$ cat src/design/rf3_pkg.sv
// Shared types and constants of the 3x3 rank filter.
// Used by rf3_rank and rank_filter_3x3; depends on nothing else.
`timescale 1ns / 1ps
`default_nettype none

package rf3_pkg;

   localparam int DEF_MAX_WIDTH  = 1024;
   localparam int DEF_MAX_HEIGHT = 1024;

   localparam int PIX_W    = 8;
   localparam int COORD_W  = 10;
   localparam int CFG_W    = 11;
   localparam int WIN_SIZE = 9;

   localparam logic [CFG_W-1:0] RESET_IMAGE_WIDTH = 11'd512;

   typedef logic [PIX_W-1:0] pixel_type;
   typedef logic [WIN_SIZE-1:0][PIX_W-1:0] window_type;

   typedef enum logic [1:0] {
      RANK_MEDIAN = 2'd0,
      RANK_MAX    = 2'd1,
      RANK_MIN    = 2'd2
   } rank_mode_type;

   typedef enum logic [0:0] {
      CSR_IMAGE_WIDTH = 1'b0,
      CSR_RANK_MODE   = 1'b1
   } csr_index_type;

endpackage

`default_nettype wire

$ cat src/design/rf3_rank.sv
// Rank selection over one 3x3 window: median, maximum or minimum.
// Purely combinational; depends on rf3_pkg.
`timescale 1ns / 1ps
`default_nettype none

module rf3_rank (
   input  wire rf3_pkg::window_type    window,
   input  wire rf3_pkg::rank_mode_type mode,
   output logic [rf3_pkg::PIX_W-1:0]   result
);

   // Returns {high, middle, low} of three pixels.
   function automatic logic [3*rf3_pkg::PIX_W-1:0] sort3(
      input logic [rf3_pkg::PIX_W-1:0] a,
      input logic [rf3_pkg::PIX_W-1:0] b,
      input logic [rf3_pkg::PIX_W-1:0] c
   );
      logic [rf3_pkg::PIX_W-1:0] lo1, hi1, lo2, hi2, lo3, hi3;
      lo1 = (a < b) ? a : b;
      hi1 = (a < b) ? b : a;
      lo2 = (hi1 < c) ? hi1 : c;
      hi2 = (hi1 < c) ? c : hi1;
      lo3 = (lo1 < lo2) ? lo1 : lo2;
      hi3 = (lo1 < lo2) ? lo2 : lo1;
      return {hi2, hi3, lo3};
   endfunction

   logic [2:0][rf3_pkg::PIX_W-1:0] row_lo, row_mid, row_hi;
   logic [3*rf3_pkg::PIX_W-1:0]    s_lo, s_mid, s_hi, s_med;
   logic [3*rf3_pkg::PIX_W-1:0]    r0, r1, r2;

   // Each window row is sorted first; the extremes and the median then
   // follow from the sorted rows.
   always_comb begin
      r0 = sort3(window[0], window[1], window[2]);
      r1 = sort3(window[3], window[4], window[5]);
      r2 = sort3(window[6], window[7], window[8]);
      row_lo  = {r2[7:0],   r1[7:0],   r0[7:0]};
      row_mid = {r2[15:8],  r1[15:8],  r0[15:8]};
      row_hi  = {r2[23:16], r1[23:16], r0[23:16]};
      s_lo  = sort3(row_lo[0],  row_lo[1],  row_lo[2]);
      s_mid = sort3(row_mid[0], row_mid[1], row_mid[2]);
      s_hi  = sort3(row_hi[0],  row_hi[1],  row_hi[2]);
      // Median of nine: middle of (largest low, middle middle, smallest high).
      s_med = sort3(s_lo[23:16], s_mid[15:8], s_hi[7:0]);
      unique case (mode)
         rf3_pkg::RANK_MAX: result = s_hi[23:16];
         rf3_pkg::RANK_MIN: result = s_lo[7:0];
         default:           result = s_med[15:8];
      endcase
   end

endmodule

`default_nettype wire

$ cat config.mk
export PLATFORM = sky130hd
export DESIGN_NAME = rf3_rank
export DESIGN_NICKNAME = d
export VERILOG_FILES = /design/src/design/rf3_pkg.sv /design/src/design/rf3_rank.sv
export SDC_FILE = /design/constraint.sdc
export NUM_CORES = 1
export LEC_CHECK = 0
export BUFFER_PORTS_ARGS = -buffer_cell sky130_fd_sc_hd__buf_2
export CORE_ASPECT_RATIO = 1.75
export CORE_MARGIN = 4
export CORE_UTILIZATION = 25
export DETAILED_ROUTE_END_ITERATION = 10
export PLACE_DENSITY_LB_ADDON = 0.08
export RECOVER_POWER = 100
export SLEW_MARGIN = 20
export SYNTH_ARGS = -nofsm -noshare
export SYNTH_HDL_FRONTEND = slang
export SYNTH_SLANG_ARGS = --single-unit
$ cat constraint.sdc
create_clock -name vclk -period 73.7
set_input_delay 14.74 -clock vclk [all_inputs]
set_output_delay 14.74 -clock vclk [all_outputs]
set_load 0.05 [all_outputs]
==> results of run 1 <==
## kinds of logic (layout without fill, tap and decap cells)
logic type,count (synthesis),in the layout,share of synthesized area
and+or+nand+nor,319,319,0.1839
xor gates and xnor gates,2,2,0.002199
adders and majority gates,146,146,0.2280
buffers and inverters,181,227,0.08667
muxes,122,122,0.1586
AOI/OAI and AO/OA,412,412,0.3407
## per-stage QoR
stage                     worst slack [ns]  std cells    util  hold WS (ns)
final                                22.51       1624  0.2777         30.36
after global routing                 20.39       1624  0.2777         30.41
after CTS                            24.81       1624  0.2784         30.35
after detailed placement             24.85       1624  0.2784         30.35
after global placement               25.06       1624  0.2784         30.33
after floorplan                      27.16       1182       -         30.07
## path summary, 6_finish.rpt
kind / to / startpoint / slack [ns] / depth (start not counted)
setup / recovery: result[4] / window[39] / 22.51 / 76
hold / removal: result[0] / mode[1] / 30.36 / 4
## Yosys cell counts, types with 5 or more instances
cell,number,area (um^2)
nand2_1,112,420.4
nand4_1,12,75.07
nand2b_1,23,143.9
o21a_1,21,157.7
a21oi_1,116,580.6
buf_2,6,30.03
o21ai_0,105,525.5
a311oi_1,5,43.79
nor2_1,98,367.9
nand3_1,18,90.09
or2_2,7,43.79
a31oi_1,10,62.56
a221oi_1,11,96.34
and2_1,6,37.54
a211o_1,8,70.07
nor2b_1,11,68.82
mux2_2,23,259.0
mux2i_1,95,950.9
buf_1,13,48.80
ha_1,141,1764
a211oi_1,18,135.1
o211ai_1,12,90.09
nor3_1,11,55.05
clkbuf_1,23,86.33
inv_1,138,518.0
a21o_1,35,262.8
## cell type report
cell class | count | area (um^2)
fill | 3560 | 22770
tap | 396 | 495.5
timing repair buffer | 89 | 456.7
inverter | 138 | 518.0
multi-input combinational | 1001 | 7286
## routing by layer
layer / wire length (um) / track usage / vias to the layer above
li1: - / - / 4423
met5: 0 / 0 / -
met2: 17890 / 0.3636 / 145
met1: 11110 / 0.1695 / 3871
met4: 1473 / 0.06351 / 0
met3: 606 / 0.008218 / 56
## worst max-delay path, delay by kind of cell
family | cells | cell delay, ns
buffers and inverters | 8 | 2.16
adders and majority gates | 9 | 2.86
AOI/OAI and AO/OA | 33 | 9.20
and+or+nand+nor | 20 | 4.89
muxes | 6 | 2.53
==> summary.txt, run 1 <==
Status
  – Status: finished with violations
  – Failing checks: capacitance limit, slew limit

Die
  – Die ar.: 34910 um^2
  – Die width: 143.0 um
  – Height of the die: approximately 240 um
  – Core area: 31530 um^2
  – I/O pin count: 82
  – Starting Density: 0.2528
  – Floorplan row count: 86

GRT
  – Overall Global Routing Usage: 0.1728
  – Initial antenna violation count: 0
  – Grt ovf: 0
  – First-pass GRT wire length: 47.27 mm
  – Largest net degree at the start of global routing: 29
  – Number of global-route vias before repair: 8554

Timing
  – Final period utilization: 0.6946
  – Fin. Hold Viols: 0
  – RSZ-0062 raised after global routing: false
  – Fmax: 19.53 MHz
  – Final Max Slew Viols: 22
  – Slew @ Worst Pin: 1.681 ns
  – Crit path time final: 51.19 ns
  – Sum Neg Setup Slack: 0 ns
  – Slew headroom: -0.1247
  – Final Setup Violations: 0

Drt
  – Iteration-0 DRC Markers: 393
  – ANT nets after route: 0
  – First-pass DRT Iterations: 5
  – Routed WL per cell: roughly 19 um
  – Drt drc: 0
  – Routed WL: 31.08 mm
  – Via count: 8495
  – Via density: 5.231

Synth
  – Synth Net Count: 1397
  – Avg Synthesized Cell Area: 6.742 um^2
  – Synthesized area: 7969 um^2
  – Post-Synthesis Cells: 1182
  – Warnings from Yosys: 0
  – Post-synthesis sequential area ratio: 0
  – Count of different cell masters after synthesis: 81

Layout
  – P&R area growth vs syn: 9.876%
  – Most frequent cells in the layout: ha_1 (141), inv_1 (138), a21oi_1 (116)
  – Final instance area: ~9000 um^2
  – Antenna Cells: 0
  – Layout cells sized above 1: 0.1156
  – Nets: 1445
  – FFs & Latches: 0
  – Most common cell after layout, fill and taps aside: ha_1
  – Clock Buffer Count: 0
  – Register area: 0 um^2

Worst setup path
  – Most common cell on crit path: ha_1
  – Crit Path Class: input pin to primary output
  – Startpoint type of the worst setup path: input pin
  – Crit end category: primary output
  – Worst EP required: 58.96 ns
  – Critical Path Max Stage Delay: 1.25 ns
  – WP data arrival: 36.45 ns
  – Slowest-stage cell, CP: nor2_1
  – CP max FO: 25

Job
  – Max-Cap Viols: 1

Clocking
  – Postcts setup bufs: 0
  – # hold bufs at CTS: 0
  – Post-cts resize count: 0

Placed design
  – I/O Buffers: 82
  – DP HPWL: 27.91 mm
  – Placed inst area: 8777 um^2
  – Gpl congestion: 0.8416

Worst hold path
  – Hold Crit Class: input pin to primary output
Power of run 1 is not shown: default switching activity piles up to over one toggle a cycle in this logic, so the estimate is an artifact.
==> run 2, diff against run 1 <==
--- a/config.mk
+++ b/config.mk
@@ -5,6 +5,7 @@
 export SDC_FILE = /design/constraint.sdc
 export NUM_CORES = 1
 export LEC_CHECK = 0
+export ABC_AREA = 1
 export BUFFER_PORTS_ARGS = -buffer_cell sky130_fd_sc_hd__buf_2
 export CORE_ASPECT_RATIO = 1.75
 export CORE_MARGIN = 4
==> constraint.sdc (replaced) <==
create_clock -name vclk -period 48.8
set_input_delay 9.76 -clock vclk [all_inputs]
set_output_delay 9.76 -clock vclk [all_outputs]
set_load 0.05 [all_outputs]
==> run 2 against run 1 <==
  * The flow now finishes without violations
  * Die area is 15% lower
  * Wire length is 18% lower
  * First-iteration DRC count is 39% lower
  * Via count is 8.3% lower
  * Non-clock buffer count is 6 lower
  * Sequential share of layout area stayed put
  * Critical path depth is 15 lower
  * Setup slack worse by 9.2 ns
  * Core utilization is 0.16 points lower
  * Global-route usage is 1.0 points lower
  * Final cell count is 0.37% higher
  * Area after synthesis is 15% lower
  * Critical endpoint is now result[6]
==> summary.txt, run 2 <==
Status
  – Status: finished, final reports clean (was finished with violations)

Timing
  – Fmax: 28.14 MHz
  – Final Max Slew Viols: 0 (was 22)
  – Slew @ Worst Pin: 1.209 ns (was 1.681 ns)
  – Final period utilization: 0.7283
  – Sum Neg Setup Slack: 0 ns (unchanged)
  – Crit path time final: 35.54 ns
  – Final Setup Violations: 0 (unchanged)
  – Fin. Hold Viols: 0 (unchanged)
  – RSZ-0062 raised after global routing: false (unchanged)
  – Slew headroom: 0.1892 (was -0.1247)

Synth
  – Post-Synthesis Cells: 1269 (was 1182)
  – Synthesized area: 6758 um^2 (was 7969 um^2)
  – Synth top cells by count: nand2_1 (415), o21ai_0 (236), ha_1 (141), inv_1 (141), a21oi_1 (89) (was ha_1 (141), inv_1 (138), a21oi_1 (116))
  – Synth top area cells: ha_1 (26%), nand2_1 (23%), o21ai_0 (17%) (was ha_1 (22%), mux2i_1 (12%), a21oi_1 (7.3%))
  – Synth area leader: ha_1 (unchanged)
  – Post-synthesis sequential area ratio: 0 (unchanged)
  – Synth Net Count: 1484 (was 1397)
  – Synth top area share: 0.2611 (was 0.2214)
  – Warnings from Yosys: 0 (unchanged)
  – Count of different cell masters after synthesis: 28 (was 81)
  – Top-count cell post-synth: nand2_1 (was ha_1)
  – Avg Synthesized Cell Area: 5.325 um^2 (was 6.742 um^2)

Worst setup path
  – Crit Path Class: input pin to primary output (unchanged)
  – CP max FO: 31 (was 25)
  – WP data arrival: 25.78 ns (was 36.45 ns)
  – Critical Path Max Stage Delay: 0.93 ns (was 1.25 ns)
  – Crit. Startpoint: window[15] (was window[39])
  – Worst EP required: 39.04 ns (was 58.96 ns)
  – Buf+Inv Stages, Crit Path: 5 (was 8)
  – Crit end category: primary output (unchanged)
  – Most common cell on crit path: nand2_1 (was ha_1)
  – Slowest-stage cell, CP: a211oi_1 (was nor2_1)
  – Top Family by Delay on Critical Path: compound AO/OA/AOI/OAI gates (unchanged)
  – Startpoint type of the worst setup path: input pin (unchanged)

Layout
  – Most frequent cells in the layout: nand2_1 (419), o21ai_0 (236), inv_1 (141), ha_1 (141), a21oi_1 (89) (was ha_1 (141), inv_1 (138), a21oi_1 (116))
  – Most common cell after layout, fill and taps aside: nand2_1 (was ha_1)
  – P&R area growth vs syn: 8.628% (was 9.876%)
  – Antenna Cells: 0 (unchanged)
  – Register area: 0 um^2 (unchanged)
  – Layout cells sized above 1: 0.07657 (was 0.1156)
  – Clock Buffer Count: 0 (unchanged)
  – FFs & Latches: 0 (unchanged)
  – Nets: 1523 (was 1445)

GRT
  – Overall Global Routing Usage: 0.1628 (was 0.1728)
  – First-pass GRT wire length: 38.58 mm (was 47.27 mm)
  – Largest net degree at the start of global routing: 33 (was 29)
  – Initial antenna violation count: 0 (unchanged)
  – Number of global-route vias before repair: 7295 (was 8554)
  – Grt ovf: 0 (unchanged)

Worst hold path
  – Hold Crit Class: input pin to primary output (unchanged)
  – Hold depth: 5 (was 4)
  – Startpoint of the lowest-slack hold path: mode[1] (unchanged)
  – Hold Path Sink: result[4] (was result[0])

Clocking
  – Postcts setup bufs: 0 (unchanged)
  – Post-cts resize count: 0 (unchanged)
  – # hold bufs at CTS: 0 (unchanged)

Placed design
  – I/O Buffers: 82 (unchanged)
  – DP HPWL: 22.98 mm (was 27.91 mm)
  – Gpl congestion: 0.8297 (was 0.8416)

Drt
  – Via density: 4.779 (was 5.231)
  – Routed WL per cell: 15.57 um (was 19.14 um)
  – Via count: 7790 (was 8495)
  – Drt drc: 0 (unchanged)
  – First-pass DRT Iterations: 5 (unchanged)
  – ANT nets after route: 0 (unchanged)
  – Iteration-0 DRC Markers: 239 (was 393)
  – Routed WL: 25.39 mm (was 31.08 mm)

Die
  – Starting Density: 0.2542 (was 0.2528)
  – Height of the die: 225.5 um (was 244.2 um)
  – Die ar.: 29830 um^2 (was 34910 um^2)
  – Die width: 132.3 um (was 143.0 um)
  – Core area: 26590 um^2 (was 31530 um^2)
  – Floorplan row count: 79 (was 86)
  – I/O pin count: 82 (unchanged)

Job
  – Max-Cap Viols: 0 (was 1)
## run 2: changes by cell type in the layout (fill, tap and decap cells not counted), moves of 11 or more
cell / before / now
nand2b_1: 23 / 0
a221oi_1: 11 / 0
nand2_2: 0 / 15
mux2i_1: 96 / 0
mux2_2: 23 / 0
o21a_1: 21 / 5
o21ai_0: 106 / 236
nand2_1: 112 / 419
a21o_1: 35 / 1
nor2_1: 98 / 72
nor2b_1: 11 / 0
nor3_1: 11 / 0
nand3_1: 18 / 62
a21oi_1: 116 / 89
## run 2: metal layers
metal | track usage | part of all wire | vias to the layer above
li1 | - | - | 4315
met1 | 0.1595 | 0.37 | 3336
met2 | 0.3670 | 0.59 | 117
met3 | 0.006032 | 0.020 | 22
met4 | 0.02685 | 0.020 | 0
met5 | 0 | 0 | -
## run 2: cell families (layout without fill, tap and decap cells)
group,Yosys count,in the layout,share of synthesized area
AO/OA/AOI/OAI,359,359,0.2788
buffers and inverters,190,227,0.1128
adder cells (fa/ha/maj),141,141,0.2611
AND/OR/NAND/NOR,579,579,0.3473
## run 2: metrics by stage
stage	instances	hold WS (ns)	setup slack (ns)	util	area, um^2
6_report	1630	20.31	13.26	0.2761	7341
5_1_grt	1630	20.34	11.46	0.2761	7341
4_1_cts	1630	20.31	14.31	0.2768	7360
3_5_place_dp	1630	20.30	14.30	0.2768	7360
3_3_place_gp	1630	20.30	14.45	0.2768	7360
2_1_floorplan	1269	20.19	16.93	-	6758
## run 2: cell type report
| type | count | area (um^2) |
|---|---|---|
| fill | 3155 | 19250 |
| multi-input combinational | 1079 | 5981 |
| inverter | 144 | 540.5 |
| timing repair buffer | 83 | 414.1 |
| tap | 324 | 405.4 |
## run 2: tightest hold or removal path, stage by stage
cell	delay (ns)
buf_2	0.09
ha_1	0.33
nand3_1	0.13
nand2_1	0.04
buf_2	0.20
## run 2: how the worst max path moves through the flow
stage | to | depth (start not counted)
floorplan | result[0] | 75
CTS | result[6] | 58
global route | result[6] | 62
global placement | result[6] | 59
finish | result[6] | 61
detailed placement | result[6] | 58
Power of run 2 is left out for the same reason.
==> run 3, diff against run 2 <==
--- a/config.mk
+++ b/config.mk
@@ -5,7 +5,7 @@
 export SDC_FILE = /design/constraint.sdc
 export NUM_CORES = 1
 export LEC_CHECK = 0
-export ABC_AREA = 1
+export ABC_AREA = 0
 export BUFFER_PORTS_ARGS = -buffer_cell sky130_fd_sc_hd__buf_2
 export CORE_ASPECT_RATIO = 1.75
 export CORE_MARGIN = 4
==> constraint.sdc (replaced) <==
create_clock -name vclk -period 31.7
set_input_delay 6.34 -clock vclk [all_inputs]
set_output_delay 6.34 -clock vclk [all_outputs]
set_load 0.05 [all_outputs]
==> run 3 against run 2 <==
  * Core utilization increased by 0.48 points
  * First-iteration DRC count increased by 47%
  * Sequential share of layout area unchanged
  * Non-clock buffer count increased by 13
  * Largest cell class unchanged
==> summary.txt, run 3 (synthesis gave the netlist of run 1 again) <==
Timing
  – Fin. Hold Viols: 0 (unchanged)
  – Final Setup Violations: 0 (unchanged)
  – Final Max Slew Viols: 0 (unchanged)
  – Sum Neg Setup Slack: 0 ns (unchanged)
  – RSZ-0062 raised after global routing: false (unchanged)
  – Fmax: 32.87 MHz
  – Slew @ Worst Pin: 0.9566 ns (was 1.209 ns)
  – Slew headroom: 0.3622 (was 0.1892)
  – Crit path time final: 30.42 ns
  – Final period utilization: 0.9596

Die
  – Starting Density: 0.2528 (was 0.2542)
  – I/O pin count: 82 (unchanged)
  – Die width: 143.0 um (was 132.3 um)
  – Core area: 31530 um^2 (was 26590 um^2)
  – Floorplan row count: 86 (was 79)
  – Die ar.: 34910 um^2 (was 29830 um^2)
  – Height of the die: 244.2 um (was 225.5 um)

Placed design
  – Gpl congestion: 0.8748 (was 0.8297)
  – Placed inst area: 8830 um^2 (was 7360 um^2)
  – I/O Buffers: 82 (unchanged)
  – DP HPWL: 28.68 mm (was 22.98 mm)

Worst setup path
  – Crit Path Class: input pin to primary output (unchanged)
  – Slowest-stage cell, CP: a311oi_1 (was a211oi_1)
  – Top Family by Delay on Critical Path: compound AO/OA/AOI/OAI gates (unchanged)
  – WP data arrival: 24.08 ns (was 25.78 ns)
  – Critical Path Max Stage Delay: 0.53 ns (was 0.93 ns)
  – Most common cell on crit path: ha_1 (was nand2_1)
  – Worst EP required: 25.36 ns (was 39.04 ns)
  – Buf+Inv Stages, Crit Path: 8 (was 5)
  – Startpoint type of the worst setup path: input pin (unchanged)
  – CP max FO: 14 (was 31)
  – Crit end category: primary output (unchanged)
  – Crit. path cell count: 75 (was 61)

Worst hold path
  – Hold depth: 4 (was 5)
  – Hold Crit Class: input pin to primary output (unchanged)

GRT
  – Number of global-route vias before repair: 8515 (was 7295)
  – Initial antenna violation count: 0 (unchanged)
  – Overall Global Routing Usage: 0.1756 (was 0.1628)
  – Grt ovf: 0 (unchanged)
  – Largest net degree at the start of global routing: 29 (was 33)
  – First-pass GRT wire length: 48.01 mm (was 38.58 mm)

Layout
  – Antenna Cells: 0 (unchanged)
  – Final instance area: 8855 um^2 (was 7341 um^2)
  – Nets: 1452 (was 1523)
  – P&R area growth vs syn: 11.12% (was 8.628%)
  – Most common cell after layout, fill and taps aside: ha_1 (was nand2_1)
  – Most frequent cells in the layout: ha_1 (141), inv_1 (138), a21oi_1 (116) (was nand2_1 (419), o21ai_0 (236), inv_1 (141), ha_1 (141), a21oi_1 (89))
  – Clock Buffer Count: 0 (unchanged)
  – Register area: 0 um^2 (unchanged)
  – FFs & Latches: 0 (unchanged)
  – Layout cells sized above 1: 0.1271 (was 0.07657)
  – Final core utilization: 0.2809 (was 0.2761)

Drt
  – First-pass DRT Iterations: 4 (was 5)
  – Drt drc: 0 (unchanged)
  – Met3 Wirelength: 447 um (was 513 um)
  – ANT nets after route: 0 (unchanged)
  – Met2 Wirelength: 19.33 mm (was 14.94 mm)
  – Top sig layer: met4 (unchanged)
  – Iteration-0 DRC Markers: 352 (was 239)
  – Routed WL: 31.97 mm (was 25.39 mm)
  – Via density: 5.269 (was 4.779)
  – Via count: 8593 (was 7790)
  – Routed WL per cell: 19.60 um (was 15.57 um)
  – Met1 wire length: 11.67 mm (was 9.423 mm)

Job
  – Max-Cap Viols: 0 (unchanged)

Status
  – Status: finished, final reports clean (unchanged)

Clocking
  – Postcts setup bufs: 0 (unchanged)
  – Post-cts resize count: 0 (unchanged)
  – # hold bufs at CTS: 0 (unchanged)
## run 3: layer usage
metal,vias to the layer above,track usage
li1,4424,-
met1,4036,0.1781
met2,115,0.3880
met3,18,0.0005870
met4,0,0.02406
met5,-,0
## run 3: worst paths after layout
kind                    from        end  slack (ns)
setup / recovery  window[34]  result[4]        1.28
hold / removal       mode[1]  result[0]       13.60
## run 3: cell type report
type,count,area [um^2]
inverter,138,518.0
timing repair buffer,96,515.5
multi-input combinational,1001,7326
tap,396,495.5
fill,3557,22670
## run 3: per-stage QoR
step / hold WS, ns / instances / setup slack, ns
2_1_floorplan: 13.27 / 1182 / 1.965
3_3_place_gp: 13.59 / 1631 / 0.9334
3_5_place_dp: 13.60 / 1631 / 0.8032
4_1_cts: 13.60 / 1631 / 0.7491
5_1_grt: 13.68 / 1631 / 0.04845
6_report: 13.60 / 1631 / 1.281
Power of run 3 is left out for the same reason.
